===== src/hdl/tsnr_pkg.sv =====
package tsnr_pkg;

	localparam logic [16:0] BATCH_MAX = 17'd65536;
	localparam int QDEPTH = 4;
	localparam int QAW = $clog2(QDEPTH);
	localparam logic [5:0] DIV_STEPS = 6'd33;

	typedef enum logic [1:0] {
		CMD_SAMPLE = 2'd0,
		CMD_CLOSE  = 2'd1,
		CMD_TICK   = 2'd2,
		CMD_NONE   = 2'd3
	} cmd_t;

	typedef enum logic [2:0] {
		REG_THRESHOLD = 3'd0,
		REG_FLOOR     = 3'd1,
		REG_CEILING   = 3'd2,
		REG_GAIN      = 3'd3,
		REG_PERIOD    = 3'd4
	} reg_idx_t;

	typedef enum logic [2:0] {
		BK_IDLE,
		BK_LOAD,
		BK_DIV,
		BK_DIFF,
		BK_MUL,
		BK_UPD
	} bk_state_t;

	typedef struct packed {
		logic signed [15:0] threshold;
		logic signed [15:0] floor_lvl;
		logic signed [15:0] ceiling;
	} cls_cfg_t;

	typedef struct packed {
		logic [15:0] gain;
		logic [15:0] period;
	} bk_cfg_t;

	// one queued job: a closed batch or a tick
	typedef struct packed {
		logic               is_tick;
		logic signed [31:0] n_sum;
		logic [16:0]        n_cnt;
		logic signed [31:0] s_sum;
		logic [16:0]        s_cnt;
	} job_t;

endpackage


===== src/hdl/threshold_snr_estimator_unit.sv =====
// Threshold-split SNR estimator. Samples are sorted into noise and signal
// classes and summed as they arrive: push is taken in any cycle in which
// full is low, one word per cycle. Batch closes and one-second ticks go
// into a four-word job queue; full rises only when that queue is full.
// The back end takes jobs in order: a tick is handled in idle; a closed
// batch is fetched, then each class is loaded and, if its count is nonzero,
// run through a 33-step bit-serial divider for the batch mean, then
// difference, multiply and update. A report word is written into a two-word
// result buffer on the tick that ends a period and is read with pop while
// empty is low. Registers are written through wr_en/wr_index/wr_data; the
// user must write them only while the block is idle; it is not enforced.
module threshold_snr_estimator_unit (
	input  logic              clk,
	input  logic              arst_n,
	input  logic              wr_en,
	input  logic [2:0]        wr_index,
	input  logic [15:0]       wr_data,
	input  logic              push,
	output logic              full,
	input  logic [1:0]        command,
	input  logic signed [15:0] power_db,
	output logic              empty,
	input  logic              pop,
	output logic [14:0]       snr_db
);
	import tsnr_pkg::*;

	cls_cfg_t cls_cfg_q;
	bk_cfg_t  bk_cfg_q;
	job_t     f_job, h_job;
	logic     f_push, q_empty, q_pop;

	always_ff @(posedge clk or negedge arst_n) begin
		if (!arst_n) begin
			cls_cfg_q.threshold <= -16'sd11520;
			cls_cfg_q.floor_lvl <= -16'sd19200;
			cls_cfg_q.ceiling <= -16'sd3840;
			bk_cfg_q.gain <= 16'd66;
			bk_cfg_q.period <= 16'd1;
		end else if (wr_en) begin
			unique case (reg_idx_t'(wr_index))
				REG_THRESHOLD: cls_cfg_q.threshold <= $signed(wr_data);
				REG_FLOOR:     cls_cfg_q.floor_lvl <= $signed(wr_data);
				REG_CEILING:   cls_cfg_q.ceiling <= $signed(wr_data);
				REG_GAIN:      bk_cfg_q.gain <= wr_data;
				REG_PERIOD:    bk_cfg_q.period <= wr_data;
				default: ;
			endcase
		end
	end

	tsnr_front u_front (
		.clk      (clk),
		.arst_n   (arst_n),
		.cfg      (cls_cfg_q),
		.push     (push),
		.command  (command),
		.power_db (power_db),
		.q_full   (full),
		.q_push   (f_push),
		.q_job    (f_job)
	);

	tsnr_queue u_queue (
		.clk     (clk),
		.arst_n  (arst_n),
		.wr      (f_push),
		.wr_job  (f_job),
		.q_full  (full),
		.rd      (q_pop),
		.rd_job  (h_job),
		.q_empty (q_empty)
	);

	tsnr_back u_back (
		.clk     (clk),
		.arst_n  (arst_n),
		.cfg     (bk_cfg_q),
		.head    (h_job),
		.q_empty (q_empty),
		.q_pop   (q_pop),
		.empty   (empty),
		.pop     (pop),
		.snr_db  (snr_db)
	);

endmodule


===== src/hdl/tsnr_front.sv =====
module tsnr_front (
	input  logic              clk,
	input  logic              arst_n,
	input  tsnr_pkg::cls_cfg_t cfg,
	input  logic              push,
	input  logic [1:0]        command,
	input  logic signed [15:0] power_db,
	input  logic              q_full,
	output logic              q_push,
	output tsnr_pkg::job_t    q_job
);
	import tsnr_pkg::*;

	logic signed [31:0] n_sum_q, s_sum_q, n_sum_nx, s_sum_nx;
	logic [16:0]        n_cnt_q, s_cnt_q, len_q, n_cnt_nx, s_cnt_nx, len_nx;
	logic               is_noise, is_sig, is_sample, closing, take;
	cmd_t               cmd;

	always_comb begin
		cmd = cmd_t'(command);
		take = push && !q_full;
		is_sample = (cmd == CMD_SAMPLE) || (cmd == CMD_CLOSE);
		is_noise = (power_db > cfg.floor_lvl) && (power_db < cfg.threshold);
		is_sig = !is_noise && (power_db >= cfg.threshold) && (power_db < cfg.ceiling);
		n_sum_nx = n_sum_q + (is_noise ? 32'(power_db) : 32'sd0);
		s_sum_nx = s_sum_q + (is_sig ? 32'(power_db) : 32'sd0);
		n_cnt_nx = n_cnt_q + 17'(is_noise);
		s_cnt_nx = s_cnt_q + 17'(is_sig);
		len_nx = len_q + 17'd1;
		closing = is_sample && ((cmd == CMD_CLOSE) || (len_nx == BATCH_MAX));
		q_push = take && (closing || (cmd == CMD_TICK));
		q_job.is_tick = (cmd == CMD_TICK);
		q_job.n_sum = n_sum_nx;
		q_job.n_cnt = n_cnt_nx;
		q_job.s_sum = s_sum_nx;
		q_job.s_cnt = s_cnt_nx;
	end

	always_ff @(posedge clk or negedge arst_n) begin
		if (!arst_n) begin
			n_sum_q <= '0;
			s_sum_q <= '0;
			n_cnt_q <= '0;
			s_cnt_q <= '0;
			len_q <= '0;
		end else if (take && is_sample) begin
			if (closing) begin
				n_sum_q <= '0;
				s_sum_q <= '0;
				n_cnt_q <= '0;
				s_cnt_q <= '0;
				len_q <= '0;
			end else begin
				n_sum_q <= n_sum_nx;
				s_sum_q <= s_sum_nx;
				n_cnt_q <= n_cnt_nx;
				s_cnt_q <= s_cnt_nx;
				len_q <= len_nx;
			end
		end
	end

endmodule


===== src/hdl/tsnr_queue.sv =====
module tsnr_queue (
	input  logic           clk,
	input  logic           arst_n,
	input  logic           wr,
	input  tsnr_pkg::job_t wr_job,
	output logic           q_full,
	input  logic           rd,
	output tsnr_pkg::job_t rd_job,
	output logic           q_empty
);
	import tsnr_pkg::*;

	job_t           mem_q [QDEPTH];
	logic [QAW-1:0] wp_q, rp_q;
	logic [QAW:0]   cnt_q;
	logic           do_wr, do_rd;

	assign q_full = (cnt_q == (QAW+1)'(QDEPTH));
	assign q_empty = (cnt_q == '0);
	assign do_wr = wr && !q_full;
	assign do_rd = rd && !q_empty;
	assign rd_job = mem_q[rp_q];

	always_ff @(posedge clk) begin
		if (do_wr) begin
			mem_q[wp_q] <= wr_job;
		end
	end

	always_ff @(posedge clk or negedge arst_n) begin
		if (!arst_n) begin
			wp_q <= '0;
			rp_q <= '0;
			cnt_q <= '0;
		end else begin
			if (do_wr) begin
				wp_q <= wp_q + 1'b1;
			end
			if (do_rd) begin
				rp_q <= rp_q + 1'b1;
			end
			cnt_q <= cnt_q + (QAW+1)'(do_wr) - (QAW+1)'(do_rd);
		end
	end

endmodule


===== src/hdl/tsnr_back.sv =====
module tsnr_back (
	input  logic             clk,
	input  logic             arst_n,
	input  tsnr_pkg::bk_cfg_t cfg,
	input  tsnr_pkg::job_t   head,
	input  logic             q_empty,
	output logic             q_pop,
	output logic             empty,
	input  logic             pop,
	output logic [14:0]      snr_db
);
	import tsnr_pkg::*;

	bk_state_t          state_q, state_d;
	job_t               job_q;
	logic               cls_q, neg_q;
	logic [32:0]        num_q;
	logic [17:0]        rem_q, den_q;
	logic [5:0]         step_q;
	logic signed [33:0] diff_q;
	logic signed [50:0] prod_q;
	logic signed [31:0] n_avg_q, s_avg_q;
	logic [15:0]        ticks_q, ticks_nx, period;

	logic [14:0]        oq_q [2];
	logic               owp_q, orp_q;
	logic [1:0]         ocnt_q;
	logic               oq_room, tick_fire, emit, do_opop;

	logic signed [31:0] cur_sum, cur_avg, avg_new;
	logic [16:0]        cur_cnt;
	logic [31:0]        mag;
	logic [18:0]        rem_sh;
	logic               ge;
	logic signed [16:0] mean;
	logic signed [16:0] gain_s;
	logic signed [50:0] prod_c, inc;
	logic signed [33:0] snr_full, snr_sh;
	logic [14:0]        snr_val;

	assign oq_room = (ocnt_q != 2'd2);
	assign empty = (ocnt_q == 2'd0);
	assign snr_db = oq_q[orp_q];
	assign do_opop = pop && !empty;

	// datapath helpers
	always_comb begin
		cur_sum = cls_q ? job_q.s_sum : job_q.n_sum;
		cur_cnt = cls_q ? job_q.s_cnt : job_q.n_cnt;
		cur_avg = cls_q ? s_avg_q : n_avg_q;
		mag = cur_sum[31] ? 32'(-cur_sum) : 32'(cur_sum);
		rem_sh = {rem_q, num_q[32]};
		ge = (rem_sh >= {1'b0, den_q});
		mean = neg_q ? -$signed({1'b0, num_q[15:0]}) : $signed({1'b0, num_q[15:0]});
		gain_s = $signed({1'b0, cfg.gain});
		prod_c = diff_q * gain_s;
		inc = (prod_q + 51'sd32768) >>> 16;
		avg_new = cur_avg + 32'(inc);
		period = (cfg.period == '0) ? 16'd1 : cfg.period;
		ticks_nx = ticks_q + 16'd1;
		emit = (ticks_nx >= period);
		snr_full = 34'(s_avg_q) - 34'(n_avg_q) + 34'sd32768;
		snr_sh = snr_full >>> 16;
		if (snr_sh < 0) begin
			snr_val = '0;
		end else if (snr_sh > 34'sd32767) begin
			snr_val = 15'h7fff;
		end else begin
			snr_val = snr_sh[14:0];
		end
	end

	always_comb begin
		state_d = state_q;
		unique case (state_q)
			BK_IDLE: begin
				if (!q_empty && !head.is_tick) begin
					state_d = BK_LOAD;
				end
			end
			BK_LOAD: begin
				if (cur_cnt != '0) begin
					state_d = BK_DIV;
				end else if (cls_q) begin
					state_d = BK_IDLE;
				end
			end
			BK_DIV: begin
				if (step_q == DIV_STEPS - 6'd1) begin
					state_d = BK_DIFF;
				end
			end
			BK_DIFF: state_d = BK_MUL;
			BK_MUL:  state_d = BK_UPD;
			BK_UPD:  state_d = cls_q ? BK_IDLE : BK_LOAD;
			default: state_d = BK_IDLE;
		endcase
	end

	always_comb begin
		q_pop = (state_q == BK_IDLE) && !q_empty && (!head.is_tick || oq_room);
		tick_fire = (state_q == BK_IDLE) && !q_empty && head.is_tick && oq_room;
	end

	always_ff @(posedge clk or negedge arst_n) begin
		if (!arst_n) begin
			state_q <= BK_IDLE;
		end else begin
			state_q <= state_d;
		end
	end

	always_ff @(posedge clk or negedge arst_n) begin
		if (!arst_n) begin
			n_avg_q <= '0;
			s_avg_q <= '0;
			ticks_q <= '0;
			cls_q <= 1'b0;
			step_q <= '0;
		end else begin
			unique case (state_q)
				BK_IDLE: begin
					cls_q <= 1'b0;
					if (tick_fire) begin
						ticks_q <= emit ? 16'd0 : ticks_nx;
					end
				end
				BK_LOAD: begin
					step_q <= '0;
					if (cur_cnt == '0) begin
						cls_q <= 1'b1;
					end
				end
				BK_DIV: step_q <= step_q + 6'd1;
				BK_UPD: begin
					if (cls_q) begin
						s_avg_q <= avg_new;
					end else begin
						n_avg_q <= avg_new;
					end
					cls_q <= 1'b1;
				end
				default: ;
			endcase
		end
	end

	// payload registers of the divider and multiplier
	always_ff @(posedge clk) begin
		unique case (state_q)
			BK_IDLE: begin
				if (q_pop) begin
					job_q <= head;
				end
			end
			BK_LOAD: begin
				neg_q <= cur_sum[31];
				num_q <= {mag, 1'b0} + 33'(cur_cnt);
				den_q <= {cur_cnt, 1'b0};
				rem_q <= '0;
			end
			BK_DIV: begin
				rem_q <= ge ? 18'(rem_sh - {1'b0, den_q}) : rem_sh[17:0];
				num_q <= {num_q[31:0], ge};
			end
			BK_DIFF: diff_q <= $signed({mean[16], mean, 16'h0000}) - 34'(cur_avg);
			BK_MUL:  prod_q <= prod_c;
			default: ;
		endcase
	end

	// result buffer: two words so a report can wait while the next job runs
	always_ff @(posedge clk) begin
		if (tick_fire && emit) begin
			oq_q[owp_q] <= snr_val;
		end
	end

	always_ff @(posedge clk or negedge arst_n) begin
		if (!arst_n) begin
			owp_q <= 1'b0;
			orp_q <= 1'b0;
			ocnt_q <= '0;
		end else begin
			if (tick_fire && emit) begin
				owp_q <= !owp_q;
			end
			if (do_opop) begin
				orp_q <= !orp_q;
			end
			ocnt_q <= ocnt_q + 2'(tick_fire && emit) - 2'(do_opop);
		end
	end

endmodule


===== config.mk =====
export PLATFORM = sky130hd
export DESIGN_NAME = threshold_snr_estimator_unit
export DESIGN_NICKNAME = d
export VERILOG_FILES = /design/src/hdl/tsnr_pkg.sv /design/src/hdl/threshold_snr_estimator_unit.sv /design/src/hdl/tsnr_front.sv /design/src/hdl/tsnr_queue.sv /design/src/hdl/tsnr_back.sv
export SDC_FILE = /design/constraint.sdc
export NUM_CORES = 2
export LEC_CHECK = 0
export ABC_AREA = 1
export BUFFER_PORTS_ARGS = -buffer_cell sky130_fd_sc_hd__buf_2
export CAP_MARGIN = 15
export CORE_MARGIN = 4
export CORE_UTILIZATION = 30
export DETAILED_ROUTE_END_ITERATION = 10
export PLACE_DENSITY = 0.51
export SLEW_MARGIN = 20
export SYNTH_ARGS = -nofsm -noshare
export SYNTH_HDL_FRONTEND = slang
export SYNTH_SLANG_ARGS = --single-unit

===== constraint.sdc =====
create_clock -name clk -period 19.3 [get_ports clk]
set_clock_uncertainty 0.05 [all_clocks]
set_input_delay 4.825 -clock clk [delete_from_list [all_inputs] [get_ports clk]]
set_output_delay 4.825 -clock clk [all_outputs]
set_load 0.02 [all_outputs]

==> flow_metrics.tcl <==
set metrics [dict create \
    number_of_rows_created_at_floorplan 177 \
    yosys-top-cells-area "edfxtp_1, fa_1, nand2_1, dfrtp_1, inv_1" \
    timing.slew.headroom_pct 26.3 \
    drt_drc_violations_left 0 \
    timing.reg2reg.setup_slack_ns 12.41 \
    pre_cts_setup_slack_ns 9.45 \
    post-cts-setup-buffer-count 0 \
    critical_path.startpoint "power_db[15]" \
    cts_max_level 3 \
    synth_compound_area_share_pct 9.42 \
    setup.worst_path.start_class "primary input" \
    die_outline_area_um2 243000 \
    grt_pass1_wl_um 317000 \
    synth_largest_type_area_fraction_pct 28.1 \
    prevailing_post_synth_register_cell "edfxtp_1" \
    die_w_um 493 \
    dr.first_iter.drc_count 3396 \
    hold_violations 0 \
    die_height_um 493 \
    r2r-end "u_back.prod_q[41]" \
    critical-path-max-stage-delay_ns 0.49 \
    arithmetic_cell_share_of_the_synthesized_area_counting_full_adders_half_adders_and_majority_gates_pct 21.3 \
    grt_antenna_before_repair 4 \
    design.core.area_um2 233000 \
    synth_seq_cells 956 \
    critical_path.most_common_cell "nand2_1" \
    drv.max_cap_violation_count 0 \
    worstPathMaxFanout 16 \
    post_route_cells_drive_above_1_share_pct 5.48 \
    worstSetupEndpoint "u_queue.mem_q[3][41]" \
    dp_hpwl_um 150000 \
    worstSetupPathType "primary input to flop" \
    first_global_vias 53600 \
    yosys-top-cells-count "nand2_1, inv_1, edfxtp_1, nor2_1, o21ai_0" \
    postSynthNetCount 9043 \
    finalWirelength_um 202000 \
    async_reset_ff_share_pct 31.0 \
    worstReg2RegStart "u_back.diff_q[7]" \
    cts_hold_buffers 0 \
    final_core_area_utilization_pct 33.4 \
    postSynthAreaPerCell_um2 8.70 \
    run_status "finished, final reports clean" \
    synth.lib_cells_used.distinct 63 \
    totalNegativeSetupSlack_ns 0 \
    synth.area.mux_share_pct 0.0302 \
    synth_simple_gate_area_share_pct 17.0 \
    drt-wirelength-per-cell_um 18.0 \
    post_synth_instance_area_um2 70400 \
    synth_enable_flop_cells 660 \
    clkSlewWorstSetupHoldPaths_ns 0.06 \
    critPathArrivalTime_ns 9.45 \
    grt.overflow.total 0 \
    clock_latency_ns 0.76 \
    final_antenna_net_count 0 \
    boundaryPins 59 \
    synth.yosys.seq_area_share_pct 38.7 \
    growth_of_design_area_from_synthesis_to_finish_pct 10.5 \
    netlist_instances 8100 \
    cts_repair_resize_count 0 \
    netlist.top_cell.by_area "edfxtp_1" \
    timing_worst_slew_pin_value_ns 1.10 \
    timing.final.setup_violations 0 \
    cts.sink_count 956 \
    fmax_mhz 111 \
    layout.nets 8983 \
    final_min_period_over_clock_period_pct 46.6 \
    timing.critical_path.slowest_stage_cell "nand2_1" \
    worstHoldPathType "flop to flop" \
    floorplan.initialDensity_pct 30.2 \
    dominant_combinational_cell_family_by_area_after_synthesis "adder cells" \
    drt-pass1-iter-count 6 \
    globalRouteTotalUtil_pct 16.5 \
    tritoncts_clock_tree "built" \
    final.setup.worst_slack_ns 10.30 \
    clock_path_buffers 3 \
    port_buffers 58 \
    dr_total_vias 53000 \
    synth-warning-count 0 \
    timing.reg2reg.worst_path_depth 22 \
    avgViaCountPerCell 4.70 \
    gp_congestion 0.895 \
    post-route-min-period_ns 9.00 \
    synthMostInstantiatedCell "nand2_1" \
    cp_data_required_time_ns 19.75 \
    clock-root-buffer "clkbuf_16" \
    synth_xor_xnor_area_share_pct 3.90 \
    critPathCaptureType "flop" \
    largest_net_degree_at_the_start_of_global_routing 79 \
    rsz0062_at_grt "false" \
    cts_buffers 106 \
    slew_violations 0 \
]
==> worst min path at each step <==
| stage | from | end | slack, ns | cells after the start |
|---|---|---|---|---|
| 4_1_cts | u_back.n_avg_q[4] | u_back.n_avg_q[4] | 0.44 | 2 |
| 3_5_place_dp | u_back.n_avg_q[4] | u_back.n_avg_q[4] | 0.42 | 2 |
| 5_1_grt | cls_cfg_q[5] | cls_cfg_q[5] | 0.46 | 2 |
| 2_1_floorplan | bk_cfg_q[10] | bk_cfg_q[10] | 0.40 | 2 |
| 6_report | cls_cfg_q[0] | cls_cfg_q[0] | 0.44 | 2 |
| 3_3_place_gp | u_back.n_avg_q[4] | u_back.n_avg_q[4] | 0.42 | 2 |
==> per-layer routing <==
| layer | GRT usage, % | part of all wire (%) | routed length [um] | vias to the layer above |
|---|---|---|---|---|
| li1 | - | - | - | 25700 |
| met1 | 22.8 | 47 | 94200 | 26100 |
| met2 | 28.2 | 48 | 96900 | 1049 |
| met3 | 1.88 | 3.9 | 7920 | 207 |
| met4 | 2.96 | 1.7 | 3400 | 2 |
| met5 | 0 | 0.0064 | 13 | - |
==> cells in the final DEF (no fill, tap or decap), drive strengths merged, types with 49 or more instances in the layout <==
cell type,synthesis,layout
nand3,197,197
fa,501,501
o21ai,617,617
edfxtp,660,660
nand4,55,55
xor2,212,212
clkinv,3,49
o22ai,118,118
nor2,611,611
xnor2,102,102
nand2,1914,1914
nor3,74,74
a21oi,319,319
dfrtp,278,278
clkbuf,263,137
ha,400,400
buf,28,123
inv,1484,1487
==> through the flow <==
stage / instance area, um2 / cells / hold WS (ns)
after floorplan: 70400 / 8100 / 0.403
after global placement: 74000 / 11100 / 0.417
after detailed placement: 74100 / 11100 / 0.423
after CTS: 77800 / 11300 / 0.437
after global routing: 77800 / 11300 / 0.455
final: 77800 / 11300 / 0.435
==> critical path: cells and delay by family <==
family	cells	cell delay, ns
buf+inv	4	0.42
fa+ha+maj	3	1.02
compound gates	2	0.53
simple gates	18	2.44
xor+xnor	1	0.21
==> kinds of logic after synthesis <==
group | after synthesis
buf+inv | 1778
simple gates | 2939
fa+ha+maj | 901
mux | 2
flops | 956
xor+xnor | 314
compound gates | 1210
==> layout make-up <==
| type | count | area, um2 |
|---|---|---|
| Inverter | 1487 | 5590 |
| Clock buffer | 137 | 2920 |
| Tap cell | 3132 | 3920 |
| Clock inverter | 65 | 793 |
| Fill cell | 24200 | 155000 |
| Antenna cell | 1 | 2.50 |
| Multi-Input combinational cell | 5366 | 36500 |
| Timing Repair Buffer | 123 | 821 |
| Sequential cell | 956 | 27300 |
==> state kept, by name, indices dropped and copies added (netlist names), 30 cells and up <==
signal,flops
u_queue.mem_q,396
u_back.job_q,98
cls_cfg_q,48
u_back.diff_q,34
u_back.num_q,33
u_back.prod_q,33
bk_cfg_q,32
u_back.n_avg_q,32
u_back.s_avg_q,32
u_front.n_sum_q,32
u_front.s_sum_q,32
u_back.oq_q,30
Power is left out: the tool's default activity adds up to more than one toggle a clock period on the data nets, which glitch-free logic cannot reach.
